<file path="config.mk">
export PLATFORM = sky130hd
export DESIGN_NAME = mfw_ctrl
export DESIGN_NICKNAME = d
export VERILOG_FILES = /design/src/design/mfw_pkg.sv /design/src/design/mfw_ctrl.sv
export SDC_FILE = /design/constraint.sdc
export NUM_CORES = 1
export LEC_CHECK = 0
export BUFFER_PORTS_ARGS = -buffer_cell sky130_fd_sc_hd__buf_2
export CELL_PAD_IN_SITES_DETAIL_PLACEMENT = 0
export CELL_PAD_IN_SITES_GLOBAL_PLACEMENT = 1
export CORE_UTILIZATION = 51
export CTS_BUF_LIST = sky130_fd_sc_hd__clkbuf_8
export DETAILED_ROUTE_END_ITERATION = 7
export GPL_TIMING_DRIVEN = 0
export HOLD_SLACK_MARGIN = 0.1
export PLACE_DENSITY = 0.91
export SYNTH_ARGS = -nofsm -noshare
export SYNTH_HDL_FRONTEND = slang
export SYNTH_SLANG_ARGS = --single-unit
</file>
<file path="constraint.sdc">
create_clock -name clk -period 7.4 [get_ports clk]
set_input_delay 0.37 -clock clk [delete_from_list [all_inputs] [get_ports clk]]
set_output_delay 0.37 -clock clk [all_outputs]
set_load 0.05 [all_outputs]
</file>
<file path="src/design/mfw_pkg.sv">
// Shared constants, types and codes for the median filter window unit.
// Used by every module of the block but mfw_checker; depends on nothing else.

package mfw_pkg;

    localparam int WINDOW_SIZE = 3;
    localparam int MAX_WIDTH   = 2048;

    localparam int HALF = WINDOW_SIZE / 2;
    localparam int SPAN = 2 * HALF + 1;
    localparam int TAPS = SPAN * SPAN;
    localparam int MID  = TAPS / 2;
    localparam int HIST = 2 * HALF;

    localparam int COL_W  = $clog2(MAX_WIDTH);
    localparam int CW1    = COL_W + 1;
    localparam int SLOT_W = $clog2(SPAN);
    localparam int FW_W   = 12;
    localparam int FH_W   = 13;
    localparam int ROW_W  = FH_W;
    localparam int THR_W  = CW1 + 2;

    localparam int CFG_IDX_W  = 1;
    localparam int CFG_DATA_W = 13;

    localparam int LAYERS_PER_STAGE = 3;
    localparam int SORT_STAGES = (TAPS + LAYERS_PER_STAGE - 1) / LAYERS_PER_STAGE;

    typedef enum logic [CFG_IDX_W-1:0] {
        CFG_FRAME_WIDTH  = 1'b0,
        CFG_FRAME_HEIGHT = 1'b1
    } cfg_index_t;

    localparam logic OP_PIXEL = 1'b0;

    typedef logic [7:0] pixel_t;
    typedef logic [SPAN-1:0][7:0] col_t;
    typedef logic [TAPS-1:0][7:0] taps_t;

    // Line store access and result decision made when an item is taken.
    typedef struct packed {
        logic              we;
        logic              emit;
        logic              interior;
        logic              last;
        logic [SLOT_W-1:0] wslot;
        logic [SLOT_W-1:0] oslot;
        logic [COL_W-1:0]  icol;
        logic [COL_W-1:0]  ocol;
        pixel_t            pixel;
    } lsreq_t;

    // One result on its way through the window and sorting stages.
    typedef struct packed {
        logic   interior;
        logic   last;
        pixel_t copy;
        taps_t  taps;
    } item_t;

endpackage

</file>
<file path="src/design/mfw_ctrl.sv">
// Frame position counters, configuration registers and result decision.
// Depends on mfw_pkg.

module mfw_ctrl (
    input  logic                             clk,
    input  logic                             rst_n,
    input  logic                             cfg_we,
    input  logic [mfw_pkg::CFG_IDX_W-1:0]    cfg_index,
    input  logic [mfw_pkg::CFG_DATA_W-1:0]   cfg_data,
    input  logic                             in_valid,
    input  logic                             in_ready,
    input  logic                             opcode,
    input  mfw_pkg::pixel_t                  pixel,
    output mfw_pkg::lsreq_t                  req
);

    logic [mfw_pkg::FW_W-1:0]   width_reg, width_next;
    logic [mfw_pkg::FH_W-1:0]   height_reg, height_next;
    logic [mfw_pkg::ROW_W-1:0]  in_row_reg, in_row_next;
    logic [mfw_pkg::COL_W-1:0]  in_col_reg, in_col_next;
    logic [mfw_pkg::SLOT_W-1:0] in_slot_reg, in_slot_next;
    logic [mfw_pkg::ROW_W-1:0]  out_row_reg, out_row_next;
    logic [mfw_pkg::COL_W-1:0]  out_col_reg, out_col_next;
    logic [mfw_pkg::SLOT_W-1:0] out_slot_reg, out_slot_next;
    logic [mfw_pkg::THR_W-1:0]  lead_reg, lead_next;

    logic [mfw_pkg::CW1-1:0]    w_eff;
    logic [mfw_pkg::ROW_W-1:0]  h_eff;
    logic [mfw_pkg::THR_W-1:0]  thr;
    logic accept, input_done, is_pixel, wr, emit;
    logic in_col_end, out_col_end, out_row_end, interior, last, restart;

    always_comb
    begin
        if (width_reg == '0)
            w_eff = mfw_pkg::CW1'(1);
        else if (int'(width_reg) > mfw_pkg::MAX_WIDTH)
            w_eff = mfw_pkg::CW1'(mfw_pkg::MAX_WIDTH);
        else
            w_eff = mfw_pkg::CW1'(width_reg);
        h_eff = (height_reg == '0) ? mfw_pkg::ROW_W'(1) : height_reg;
    end

    // Number of pixels that must arrive before the first result of a frame.
    assign thr = mfw_pkg::THR_W'(w_eff) * mfw_pkg::THR_W'(mfw_pkg::HALF)
               + mfw_pkg::THR_W'(mfw_pkg::HALF);

    assign accept     = in_valid && in_ready;
    assign input_done = in_row_reg >= h_eff;
    assign is_pixel   = opcode == mfw_pkg::OP_PIXEL;
    assign wr         = accept && !input_done && is_pixel;
    assign emit       = accept && (input_done || (is_pixel && lead_reg == thr));

    assign in_col_end  = (mfw_pkg::CW1'(in_col_reg) + mfw_pkg::CW1'(1)) >= w_eff;
    assign out_col_end = (mfw_pkg::CW1'(out_col_reg) + mfw_pkg::CW1'(1)) >= w_eff;
    assign out_row_end = (mfw_pkg::ROW_W'(out_row_reg + mfw_pkg::ROW_W'(1))) == h_eff;
    assign last        = out_row_end && out_col_end;

    assign interior =
        (out_row_reg >= mfw_pkg::ROW_W'(mfw_pkg::HALF)) &&
        ((mfw_pkg::ROW_W+1)'(out_row_reg) + (mfw_pkg::ROW_W+1)'(mfw_pkg::HALF)
            < (mfw_pkg::ROW_W+1)'(h_eff)) &&
        (out_col_reg >= mfw_pkg::COL_W'(mfw_pkg::HALF)) &&
        ((mfw_pkg::CW1+1)'(out_col_reg) + (mfw_pkg::CW1+1)'(mfw_pkg::HALF)
            < (mfw_pkg::CW1+1)'(w_eff));

    always_comb
    begin
        width_next    = width_reg;
        height_next   = height_reg;
        in_row_next   = in_row_reg;
        in_col_next   = in_col_reg;
        in_slot_next  = in_slot_reg;
        out_row_next  = out_row_reg;
        out_col_next  = out_col_reg;
        out_slot_next = out_slot_reg;
        lead_next     = lead_reg;
        restart       = 1'b0;

        if (cfg_we)
        begin
            unique case (mfw_pkg::cfg_index_t'(cfg_index))
                mfw_pkg::CFG_FRAME_WIDTH:  width_next  = cfg_data[mfw_pkg::FW_W-1:0];
                mfw_pkg::CFG_FRAME_HEIGHT: height_next = cfg_data[mfw_pkg::FH_W-1:0];
            endcase
            restart = 1'b1;
        end
        else
        begin
            if (wr)
            begin
                if (in_col_end)
                begin
                    in_col_next  = '0;
                    in_row_next  = in_row_reg + mfw_pkg::ROW_W'(1);
                    in_slot_next = (in_slot_reg == mfw_pkg::SLOT_W'(mfw_pkg::SPAN - 1)) ?
                                   '0 : in_slot_reg + mfw_pkg::SLOT_W'(1);
                end
                else
                begin
                    in_col_next = in_col_reg + mfw_pkg::COL_W'(1);
                end
                if (lead_reg < thr)
                    lead_next = lead_reg + mfw_pkg::THR_W'(1);
            end
            if (emit)
            begin
                if (last)
                begin
                    restart = 1'b1;
                end
                else if (out_col_end)
                begin
                    out_col_next  = '0;
                    out_row_next  = out_row_reg + mfw_pkg::ROW_W'(1);
                    out_slot_next = (out_slot_reg == mfw_pkg::SLOT_W'(mfw_pkg::SPAN - 1)) ?
                                    '0 : out_slot_reg + mfw_pkg::SLOT_W'(1);
                end
                else
                begin
                    out_col_next = out_col_reg + mfw_pkg::COL_W'(1);
                end
            end
        end

        if (restart)
        begin
            in_row_next   = '0;
            in_col_next   = '0;
            in_slot_next  = '0;
            out_row_next  = '0;
            out_col_next  = '0;
            out_slot_next = '0;
            lead_next     = '0;
        end
    end

    always_ff @(posedge clk or negedge rst_n)
    begin
        if (!rst_n)
        begin
            width_reg    <= mfw_pkg::FW_W'(512);
            height_reg   <= mfw_pkg::FH_W'(512);
            in_row_reg   <= '0;
            in_col_reg   <= '0;
            in_slot_reg  <= '0;
            out_row_reg  <= '0;
            out_col_reg  <= '0;
            out_slot_reg <= '0;
            lead_reg     <= '0;
        end
        else
        begin
            width_reg    <= width_next;
            height_reg   <= height_next;
            in_row_reg   <= in_row_next;
            in_col_reg   <= in_col_next;
            in_slot_reg  <= in_slot_next;
            out_row_reg  <= out_row_next;
            out_col_reg  <= out_col_next;
            out_slot_reg <= out_slot_next;
            lead_reg     <= lead_next;
        end
    end

    always_comb
    begin
        req.we       = wr;
        req.emit     = emit;
        req.interior = interior;
        req.last     = last;
        req.wslot    = in_slot_reg;
        req.oslot    = out_slot_reg;
        req.icol     = in_col_reg;
        req.ocol     = out_col_reg;
        req.pixel    = pixel;
    end

endmodule

</file>
==> summary.txt <==
outcome: complete, no violations
initial antenna violation count: 0
I/O pins: 66
most frequent cells in the layout: dfrtp_1 (89), ha_1 (71), buf_2 (57), nand2_1 (56), nor2_1 (55)
type of the worst setup path: reg -> reg
fmax: 205 MHz
post-synthesis async set-or-reset flop share: 1.00
Worst R2R Setup Slack: 2.52 ns
Worst-Skew Late Latency: 0.39 ns
Req. time, crit path: 7.73 ns
first-pass GRT wire length: 25900 um
Max VDD drop: 0.124 mV
Hold Path Class: in -> reg
CP max FO: 10
R2R Path Start: width_reg[3]
final hold slack: 0.207 ns
Post-synth EDFFs: 0
Worst Skew: 0.0128 ns
grt ovf: 0
Placer Congestion: 0.880
ys flop type: dfrtp_1
n_diodes: 0
Routed WL: 16100 um
Unique masters post-synth: 59
P per Cell Area: 154 nW/um^2
number of H-tree levels: 3
Final ANT Viol Nets: 0
synthesized instance count: 719
hold worst-path end: height_reg[12]
Syn Nets: 818
maximum clock insertion buffer count: 2
WL/cell: 16.7 um
DR vias: 5509
period utilization: 0.659
CTS Buf Count: 9
setup repair bufs after CTS: 0
Die H: 115 um
leak pwr: 0.00344 uW
total track usage: 0.256
largest net degree at the start of global routing: 48
vias in the first global route: 5331
Hold Startpoint: cfg_data[12]
drt drc: 0
Core Region: 12200 um^2
IO buf count: 57
DIE AREA: 13200 um^2
# rows: 40
number of nets in the layout: 888
RSZ-0062 raised after global routing: false
sequential element share of the synthesized area: 0.351
DR iter-0 viols: 331
reg2reg end: out_row_reg[0]
commonest non-fill, non-tap cell in the layout: dfrtp_1
Fin. Hold Viols: 0
clk sinks: 91
Avg Vias per Cell: 5.73
max reg flops: 14
Initial Util: 0.531
Syn-to-layout area delta: 11.4%
Synth area leaders: dfrtp_1 (34%), ha_1 (14%), xnor2_1 (5.5%), mux2_2 (4.2%), nand3_1 (3.4%)
Worst EP arrival: 5.21 ns
Final Max Tran Viols: 0
Ys Warns: 0
Yosys top cell by area: dfrtp_1
Hold Path Cell Cnt: 2
count of final setup violators: 0
CTS root buffer: clkbuf_8
Clock Pin Slew Worst Setup and Hold Paths: 0.10 ns
Slew @ Worst Pin: 0.798 ns
CTS resizes: 0
CP endpoint kind: flop
Die W: 115 um
Tmin final: 4.88 ns
startpoint types: flop
setup TNS: 0 ns
Pre-antenna DRT Iters: 5
Relative slew margins: 0.461
Yosys reg bits: 91
Synth top area share: 0.343
Post-Syn Area per Cell: 9.03 um^2
worst r2r path cells: 17
share of layout cells above drive strength 1: 0.147
max-cap viol count: 0
synthesized cell area: 6490 um^2
Post-DP HPWL: 12500 um
CTS tree: yes
[worst max-delay path, stage by stage, from the launching register on]
cell	delay (ns)
dfrtp_1	0.37
clkbuf_1	0.19
nor4_1	0.30
nand3_1	0.13
a21oi_1	0.41
ha_1	0.29
nand2_1	0.07
nor2_1	0.22
nand3_1	0.14
xnor2_1	0.15
nand2_1	0.08
ha_1	0.32
nand4_1	0.12
or4_1	0.63
a21oi_1	0.58
and3_1	0.24
clkbuf_1	0.36
mux2_2	0.24
[layout make-up]
cell class,instances,area [um^2]
Buffer,45,215
Clock buffer,10,138
Clock inverter,6,65.1
Fill cell,1102,4980
Inverter,40,150
Multi-Input combinational cell,543,3840
Sequential cell,91,2280
Tap cell,168,210
Timing Repair Buffer,59,325
[power by group]
group | internal [uW] | total (uW) | switching, uW
combinational | 81.0 | 211 | 130
clock | 166 | 358 | 192
sequential | 519 | 541 | 21.7
[worst max path at each step]
| stage | startpoint | slack, ns | endpoint |
|---|---|---|---|
| 2_1_floorplan | width_reg[3] | 3.43 | out_row_reg[0] |
| 3_3_place_gp | width_reg[3] | 2.57 | out_row_reg[0] |
| 3_5_place_dp | width_reg[3] | 2.58 | out_row_reg[0] |
| 4_1_cts | width_reg[3] | 2.54 | out_row_reg[0] |
| 5_1_grt | width_reg[3] | 2.12 | out_row_reg[0] |
| 6_report | width_reg[3] | 2.52 | out_row_reg[0] |
[cell usage after synthesis, types with 4 or more instances]
master / count
dfrtp_1: 89
ha_1: 71
nand2_1: 56
nor2_1: 55
nand3_1: 44
xnor2_1: 41
inv_1: 40
clkbuf_1: 31
a21oi_1: 30
o21ai_0: 26
mux2_2: 24
nor4_1: 20
xor2_1: 17
nand4_1: 16
nor3_1: 15
and3_1: 14
buf_4: 12
a21o_1: 9
nor2b_1: 9
a22o_1: 8
or3_1: 8
o21a_1: 6
a22oi_1: 5
nand2b_1: 5
or4_1: 5
a211oi_1: 4
and2_1: 4
mux2i_1: 4
nand3b_1: 4
o31ai_1: 4
o32ai_1: 4
[stage by stage]
step	cells	utilization	cell area, um^2	setup WS, ns	power [uW]
after detailed placement	945	0.574	7020	2.58	760
after global placement	944	0.572	6990	2.57	746
after floorplan	719	-	6490	3.43	687
after global routing	962	0.592	7230	2.12	1160
after CTS	962	0.592	7230	2.54	1120
final	962	0.592	7230	2.52	1110
[repair_timing]
action | 4_1_cts | 5_1_grt
endpoints found under the setup margin | 0 | 0
hold endpoints to repair | 43 | 0
hold buffers | 1 | 0
[logic make-up after synthesis]
kind of cell,after synthesis,share of synthesized area
AOI/OAI and AO/OA,119,0.121
and+or+nand+nor,266,0.208
muxes,28,0.0478
adders and majority gates,71,0.137
other,1,0.000578
buffers and inverters,85,0.0563
xor gates and xnor gates,58,0.0783
DFF,91,0.351
[routing by layer]
| layer | wire (um) | GRT usage | vias to the layer above |
|---|---|---|---|
| li1 | - | - | 2694 |
| met1 | 7580 | 0.340 | 2669 |
| met2 | 7630 | 0.430 | 131 |
| met3 | 609 | 0.0316 | 15 |
| met4 | 254 | 0.0944 | 0 |
| met5 | 0 | 0 | - |
(Power assumes the default switching activity.)
