===== src/design/mfw_pkg.sv =====
// Shared constants, types and codes for the median filter window unit.
// Used by every module of the block but mfw_checker; depends on nothing else.

package mfw_pkg;

    localparam int WINDOW_SIZE = 3;
    localparam int MAX_WIDTH   = 2048;

    localparam int HALF = WINDOW_SIZE / 2;
    localparam int SPAN = 2 * HALF + 1;
    localparam int TAPS = SPAN * SPAN;
    localparam int MID  = TAPS / 2;
    localparam int HIST = 2 * HALF;

    localparam int COL_W  = $clog2(MAX_WIDTH);
    localparam int CW1    = COL_W + 1;
    localparam int SLOT_W = $clog2(SPAN);
    localparam int FW_W   = 12;
    localparam int FH_W   = 13;
    localparam int ROW_W  = FH_W;
    localparam int THR_W  = CW1 + 2;

    localparam int CFG_IDX_W  = 1;
    localparam int CFG_DATA_W = 13;

    localparam int LAYERS_PER_STAGE = 3;
    localparam int SORT_STAGES = (TAPS + LAYERS_PER_STAGE - 1) / LAYERS_PER_STAGE;

    typedef enum logic [CFG_IDX_W-1:0] {
        CFG_FRAME_WIDTH  = 1'b0,
        CFG_FRAME_HEIGHT = 1'b1
    } cfg_index_t;

    localparam logic OP_PIXEL = 1'b0;

    typedef logic [7:0] pixel_t;
    typedef logic [SPAN-1:0][7:0] col_t;
    typedef logic [TAPS-1:0][7:0] taps_t;

    // Line store access and result decision made when an item is taken.
    typedef struct packed {
        logic              we;
        logic              emit;
        logic              interior;
        logic              last;
        logic [SLOT_W-1:0] wslot;
        logic [SLOT_W-1:0] oslot;
        logic [COL_W-1:0]  icol;
        logic [COL_W-1:0]  ocol;
        pixel_t            pixel;
    } lsreq_t;

    // One result on its way through the window and sorting stages.
    typedef struct packed {
        logic   interior;
        logic   last;
        pixel_t copy;
        taps_t  taps;
    } item_t;

endpackage


===== src/design/mfw_sorter.sv =====
// Pipelined odd-even transposition sort of the window and result register.
// Depends on mfw_pkg; fed by mfw_window.

module mfw_sorter (
    input  logic              clk,
    input  logic              rst_n,
    input  logic              in_valid,
    output logic              in_ready,
    input  mfw_pkg::item_t    in_item,
    output logic              m_valid,
    input  logic              m_ready,
    output mfw_pkg::pixel_t   m_pixel,
    output logic              m_last
);

    mfw_pkg::item_t  st_reg [mfw_pkg::SORT_STAGES];
    logic            sv_reg [mfw_pkg::SORT_STAGES];
    logic            out_v_reg;
    mfw_pkg::pixel_t out_pix_reg;
    logic            out_last_reg;
    logic [mfw_pkg::SORT_STAGES:0] rdy;

    function automatic mfw_pkg::taps_t sort_layers(mfw_pkg::taps_t t, int first);
        mfw_pkg::pixel_t lo;
        mfw_pkg::pixel_t hi;
        for (int l = 0; l < mfw_pkg::LAYERS_PER_STAGE; l++)
            for (int j = 0; j < mfw_pkg::TAPS - 1; j++)
                if (((j + first + l) & 1) == 0)
                begin
                    lo = (t[j] > t[j + 1]) ? t[j + 1] : t[j];
                    hi = (t[j] > t[j + 1]) ? t[j] : t[j + 1];
                    t[j]     = lo;
                    t[j + 1] = hi;
                end
        return t;
    endfunction

    always_comb
    begin
        rdy[mfw_pkg::SORT_STAGES] = !out_v_reg || m_ready;
        for (int s = mfw_pkg::SORT_STAGES - 1; s >= 0; s--)
            rdy[s] = !sv_reg[s] || rdy[s + 1];
    end

    assign in_ready = rdy[0];

    for (genvar s = 0; s < mfw_pkg::SORT_STAGES; s++)
    begin : g_stage
        mfw_pkg::item_t src;
        mfw_pkg::item_t dst;
        logic           src_v;

        if (s == 0)
        begin : g_first
            assign src   = in_item;
            assign src_v = in_valid;
        end
        else
        begin : g_rest
            assign src   = st_reg[s - 1];
            assign src_v = sv_reg[s - 1];
        end

        always_comb
        begin
            dst      = src;
            dst.taps = sort_layers(src.taps, s * mfw_pkg::LAYERS_PER_STAGE);
        end

        always_ff @(posedge clk or negedge rst_n)
        begin
            if (!rst_n)
                sv_reg[s] <= 1'b0;
            else if (rdy[s])
                sv_reg[s] <= src_v;
        end

        always_ff @(posedge clk)
        begin
            if (rdy[s] && src_v)
                st_reg[s] <= dst;
        end
    end

    always_ff @(posedge clk or negedge rst_n)
    begin
        if (!rst_n)
            out_v_reg <= 1'b0;
        else if (rdy[mfw_pkg::SORT_STAGES])
            out_v_reg <= sv_reg[mfw_pkg::SORT_STAGES - 1];
    end

    always_ff @(posedge clk)
    begin
        if (rdy[mfw_pkg::SORT_STAGES] && sv_reg[mfw_pkg::SORT_STAGES - 1])
        begin
            out_pix_reg  <= st_reg[mfw_pkg::SORT_STAGES - 1].interior ?
                            st_reg[mfw_pkg::SORT_STAGES - 1].taps[mfw_pkg::MID] :
                            st_reg[mfw_pkg::SORT_STAGES - 1].copy;
            out_last_reg <= st_reg[mfw_pkg::SORT_STAGES - 1].last;
        end
    end

    assign m_valid = out_v_reg;
    assign m_pixel = out_pix_reg;
    assign m_last  = out_last_reg;

endmodule


===== config.mk =====
export PLATFORM = sky130hd
export DESIGN_NAME = mfw_sorter
export DESIGN_NICKNAME = d
export VERILOG_FILES = /design/src/design/mfw_pkg.sv /design/src/design/mfw_sorter.sv
export SDC_FILE = /design/constraint.sdc
export NUM_CORES = 1
export LEC_CHECK = 0
export ABC_AREA = 1
export BUFFER_PORTS_ARGS = -buffer_cell sky130_fd_sc_hd__clkbuf_2
export CAP_MARGIN = 25
export CORE_MARGIN = 10
export CORE_UTILIZATION = 55
export CTS_CLUSTER_SIZE = 8
export DETAILED_ROUTE_END_ITERATION = 12
export PLACE_DENSITY_LB_ADDON = 0.25
export SLEW_MARGIN = 10
export SYNTH_ARGS = -nofsm -noshare
export SYNTH_HDL_FRONTEND = slang
export SYNTH_SLANG_ARGS = --single-unit
export TNS_END_PERCENT = 5

===== constraint.sdc =====
create_clock -name clk -period 15.1 [get_ports clk]
set_input_delay 0.755 -clock clk [delete_from_list [all_inputs] [get_ports clk]]
set_output_delay 0.755 -clock clk [all_outputs]
set_load 0.02 [all_outputs]

==> results of run 1 <==
[final cells by class]
class | count | share of cell area, %
inverter | 349 | 7.03
multi-input combinational | 1786 | 56.6
timing repair buffer | 104 | 2.90
sequential | 171 | 27.4
clock buffer | 17 | 2.28
clock inverter | 15 | 1.13
tap | 396 | 2.66
[cell families (layout without fill, tap and decap cells)]
group	Yosys count	in the layout	synth area share, %
buffers and inverters	412	485	9.49
flip-flops	171	171	29.6
AO/OA/AOI/OAI	336	336	10.8
AND/OR/NAND/NOR	1215	1215	33.2
multiplexers	8	8	0.521
adder cells (fa/ha/maj)	227	227	16.4
[Yosys cell counts]
cell type / n / area (um^2)
o221ai_1: 1 / 8.76
nor2_1: 95 / 357
a21oi_1: 106 / 531
a32oi_2: 1 / 16.3
or2_2: 7 / 43.8
o31ai_2: 1 / 12.5
buf_1: 2 / 7.51
nor2_4: 6 / 67.6
nand4_4: 5 / 106
a21o_1: 9 / 67.6
and2_1: 48 / 300
nand3_2: 2 / 20.0
clkbuf_1: 32 / 120
a211oi_1: 16 / 120
o211ai_1: 11 / 82.6
inv_2: 5 / 18.8
nand4_1: 10 / 62.6
o21bai_1: 6 / 45.0
dfrtp_1: 4 / 100
inv_1: 344 / 1290
buf_8: 1 / 15.0
nand3b_4: 1 / 20.0
nand3b_1: 1 / 7.51
nor3_1: 1 / 5.00
and3_1: 1 / 6.26
a32oi_1: 6 / 52.6
nand2_1: 629 / 2360
nor2_2: 7 / 43.8
edfxtp_1: 167 / 5010
nand2_2: 58 / 363
o21a_1: 15 / 113
or2_1: 1 / 6.26
ha_1: 227 / 2840
buf_6: 5 / 56.3
nand2_4: 38 / 428
nand4_2: 1 / 12.5
buf_4: 7 / 52.6
buf_2: 16 / 80.1
nand3b_2: 1 / 11.3
nand3_1: 303 / 1520
o21ai_0: 159 / 796
o21ai_1: 5 / 25.0
mux2_2: 8 / 90.1
[path summary, 6_finish.rpt]
kind / endpoint / slack (ns) / cells after the start
setup / recovery: st_reg[0][110] / 8.75 / 23
hold / removal: m_valid / 0.10 / 1
setup reg to reg: st_reg[0][110] / 8.75 / 23
hold reg to reg: st_reg[0][154] / 0.42 / 0
max in group asynchronous: g_stage[2].src_v / 14.88 / 1
min in group clk: st_reg[0][154] / 0.42 / 0
[metal layers]
metal | wire [um] | global-route usage (%)
met2 | 19800 | 36.6
met4 | 583 | 5.01
met1 | 18400 | 27.0
met5 | 0 | 0
met3 | 1750 | 2.37
[worst max-delay path: stages (launching register included)]
cell and delay [ns]:
edfxtp_1 0.44, ha_1 0.34, nand2_1 0.08, nor2_1 0.18, nand2_1 0.09, nand2_2 0.08, nand2_1 0.44, o21ai_0 0.68
inv_1 0.11, ha_1 0.32, nand2_1 0.07, nor2_2 0.11, nand4_2 0.38, nand2_4 0.34, nand2_1 0.12, and2_1 0.16
ha_1 0.30, nand2_1 0.08, nor2_1 0.20, nand2_1 0.09, a32oi_2 0.67, inv_1 0.48, nand3_1 0.20, nand2_1 0.12
[through the flow]
stage | instances | area [um^2] | setup WS (ns)
2_1_floorplan | 2369 | 17300 | 9.82
3_3_place_gp | 2805 | 18000 | 8.84
3_5_place_dp | 2805 | 18000 | 8.70
4_1_cts | 2837 | 18600 | 8.89
5_1_grt | 2838 | 18600 | 8.39
6_report | 2838 | 18600 | 8.75
==> impl_metrics.py, run 1 <==
metrics = {
    "clocking": {
        "clockBufferDepth": 2,
        "postCtsHoldBufs": 0,
        "clkTransAtPathRegs_ns": 0.08,
        "cts.repair.resized": 0,
        "clk-insertion-delay-late_ns": 0.45,
        "h-tree-depth": 4,
        "tritoncts": "built",
        "cts.sinks": 171,
        "cts-buffers-inserted": 17,
        "root_buffer": "clkbuf_16",
        "cts_setup_buffers": 0,
    },
    "place": {
        "io_buffers": 96,
        "finalWeightedCongestion": 0.914,
        "hpwl_um": 33100,
    },
    "cells_and_area": {
        "fin_util_pct": 60.5,
        "fillCellCount": 2717,
        "multi_input_area_mm2": 0.0105,
        "final_common_cell": "nand2_1",
        "area.sequential_mm2": 0.00511,
        "syn_to_final_growth_pct": 7.80,
        "n_antenna_cell": 0,
        "drive_gt1_share_pct": 11.4,
        "layout.nets": 2742,
        "final_cell_mix": "629 x nand2_1, 343 x inv_1, 303 x nand3_1",
        "largest_register_ffs": 158,
    },
    "global_routing": {
        "grt_pass1_vias": 14700,
        "grt_max_degree": 73,
        "grt_pass1_wl_um": 67700,
        "gr-total-overflow": 0,
        "antenna_found_initial": 0,
        "grtUsageTotal_pct": 20.9,
    },
    "synthesis": {
        "yosysUniqueCellTypes": 43,
        "synth.avg_cell_area_um2": 7.30,
        "synth_area_mm2": 0.0173,
        "ys_ff_latch": 171,
        "synth.net_count": 2682,
        "syn_inst": 2369,
        "yosysSeqAreaShare_pct": 29.6,
        "yosysWarnings": 0,
    },
    "critical_path": {
        "cp.arrival_ns": 6.53,
        "criticalPathCategory": "flop to flop",
        "worstReg2RegStart": "st_reg[0][15]",
        "worstPathMaxFanout": 30,
        "end_kind": "flop",
        "crit_start": "st_reg[0][15]",
        "crit_path_start_kind": "flop",
        "worstPathRequired_ns": 15.28,
    },
    "sta": {
        "fin_skew_ns": 0.0158,
        "tightest_slew_ns": 0.946,
        "finalSetupViolCount": 0,
        "grt_setup_unrepaired": "no",
        "relSlewSlack_pct": 36.5,
        "layout_min_cycle_time_ns": 6.35,
        "tns_ns": 0,
        "hold_violations": 0,
        "min_period_over_period_pct": 42.1,
        "fmax_mhz": 157,
        "hold-worst-slack_ns": 0.101,
        "drv_slew": 0,
    },
    "run": {
        "maxCapViolCount": 0,
    },
    "detailed_routing": {
        "drcViolationCount": 0,
        "ant_nets": 0,
        "drtPass1Iterations": 5,
        "viasPerCell": 5.45,
        "wl_um": 40600,
        "wire_per_inst_um": 14.3,
        "drt_first_iter_violations": 1208,
        "vias": 15500,
    },
    "floorplanning": {
        "die_w_um": 197,
        "die_height_um": 197,
        "core_mm2": 0.0308,
        "die_area_mm2": 0.0389,
        "start_util_pct": 56.1,
        "boundaryPins": 97,
        "core.rowCount": 64,
    },
    "worst_hold_path": {
        "hold_path_class": "input port to asynchronous set/reset pin",
    },
    "run_status": {
        "status": "finished clean",
    },
}
Power of run 1 is left out: the tool's default activity adds up to more than one toggle a clock period on the data nets, which glitch-free logic cannot reach.
==> run 2, diff against run 1 <==
Clock period 15.1 ns to 6.35 ns, I/O delays scaled along.
==> impl_metrics.py, run 2 (same netlist as run 1, synthesis figures left out) <==
metrics = {
    "run_status": {
        "status": "finished clean",
    },
    "clocking": {
        "clkTransAtPathRegs_ns": 0.08,
        "cts.sinks": 171,
        "tritoncts": "built",
        "cts_setup_buffers": 0,
        "clockBufferDepth": 2,
        "cts-buffers-inserted": 17,
        "root_buffer": "clkbuf_16",
        "clk-insertion-delay-late_ns": 0.45,
        "h-tree-depth": 4,
    },
    "sta": {
        "hold_violations": 0,
        "drv_slew": 0,
        "layout_min_cycle_time_ns": 5.67,
        "relSlewSlack_pct": 34.5,
        "finalSetupViolCount": 0,
        "grt_setup_unrepaired": "no",
        "fmax_mhz": 176,
        "fin_skew_ns": 0.0121,
        "min_period_over_period_pct": 89.3,
        "tns_ns": 0,
        "tightest_slew_ns": 0.975,
    },
    "detailed_routing": {
        "viasPerCell": 5.42,
        "vias": 15400,
        "drcViolationCount": 0,
        "wl_um": 40800,
        "ant_nets": 0,
        "wire_per_inst_um": 14.4,
        "drtPass1Iterations": 8,
        "drt_first_iter_violations": 1224,
    },
    "global_routing": {
        "grt_pass1_vias": 14700,
        "gr-total-overflow": 0,
        "use_met3_pct": 2.57,
        "use_met2_pct": 36.3,
        "antenna_found_initial": 0,
        "grt_pass1_wl_um": 68200,
        "grt_max_degree": 83,
        "grt-busiest-layer": "met2",
        "grtUsageTotal_pct": 21.1,
        "gr-usage-met1_pct": 27.0,
    },
    "cells_and_area": {
        "n_antenna_cell": 0,
        "syn_to_final_growth_pct": 8.09,
        "final_cell_mix": "629 x nand2_1, 343 x inv_1, 303 x nand3_1",
        "layout.nets": 2746,
        "final_common_cell": "nand2_1",
        "drive_gt1_share_pct": 11.6,
        "largest_register_ffs": 158,
    },
    "critical_path": {
        "crit_buf_inv": 4,
        "crit_path_start_kind": "flop",
        "worstPathMaxFanout": 30,
        "cp.arrival_ns": 5.85,
        "worstReg2RegStart": "st_reg[0][20]",
        "end_kind": "flop",
        "criticalPathCategory": "flop to flop",
        "crit_end": "st_reg[0][107]",
        "critPathMaxStageDelay_ns": 0.57,
        "rr_worst_depth": 25,
        "critPathTopFamily": "simple AND/OR/NAND/NOR gates",
        "r2r_setup_slack_ns": 0.68,
        "cpMostUsedCell": "nand2_1",
        "crit_cells": 25,
        "r2r_end": "st_reg[0][107]",
        "crit_start": "st_reg[0][20]",
        "worstPathRequired_ns": 6.53,
        "slowest_stage": "o21ai_0",
    },
    "worst_hold_path": {
        "hold_path_class": "input port to flop",
    },
    "floorplanning": {
        "die_w_um": 197,
        "start_util_pct": 56.1,
        "die_area_mm2": 0.0389,
        "core.rowCount": 64,
        "boundaryPins": 97,
        "core_mm2": 0.0308,
        "die_height_um": 197,
    },
    "place": {
        "hpwl_um": 33300,
        "finalWeightedCongestion": 0.912,
        "io_buffers": 96,
    },
    "run": {
        "maxCapViolCount": 0,
    },
}
run 2: cell type report:
cell class	instances	area, um^2
fillers	2767	12100
clock inverters	15	201
flip-flops and latches	171	5110
inverters	349	1310
multi-input cells	1786	10600
repair buffers	108	593
clock buffers	17	425
well taps	396	495
run 2: how the worst min path moves through the flow:
stage	to	slack (ns)	start	depth (start not counted)
2_1_floorplan	g_stage[1].src_v	0.02	rst_n	0
3_3_place_gp	m_valid	0.13	rst_n	1
3_5_place_dp	m_valid	0.13	rst_n	1
4_1_cts	st_reg[0][77]	0.02	in_item[77]	1
5_1_grt	st_reg[0][74]	0.02	in_item[74]	1
6_report	st_reg[0][73]	0.04	in_item[73]	1
run 2: stage by stage:
| step | std cells | cell area (um^2) | setup slack, ns | hold WS [ns] | util [%] |
|---|---|---|---|---|---|
| 3_5_place_dp | 2807 | 18000 | 0.0922 | 0.130 | 58.4 |
| 2_1_floorplan | 2369 | 17300 | 1.51 | 0.0219 | - |
| 5_1_grt | 2842 | 18700 | 0.0716 | 0.0245 | 60.6 |
| 3_3_place_gp | 2807 | 18000 | 0.273 | 0.126 | 58.4 |
| 4_1_cts | 2840 | 18700 | 0.576 | 0.0249 | 60.5 |
| 6_report | 2842 | 18700 | 0.680 | 0.0412 | 60.6 |
run 2: what timing repair did:
| action | CTS | global route |
|---|---|---|
| resized for setup | 0 | 1 |
| hold endpoints to repair | 4 | 0 |
| endpoints found under the setup margin | 0 | 16 |
| hold buffers | 1 | 0 |
run 2: routing by layer:
metal	part of all wire [%]	wire, um
met3	4.5	1850
met1	46	18600
met4	2.2	894
met5	0	0
met2	48	19500
Power of run 2 is left out for the same reason.
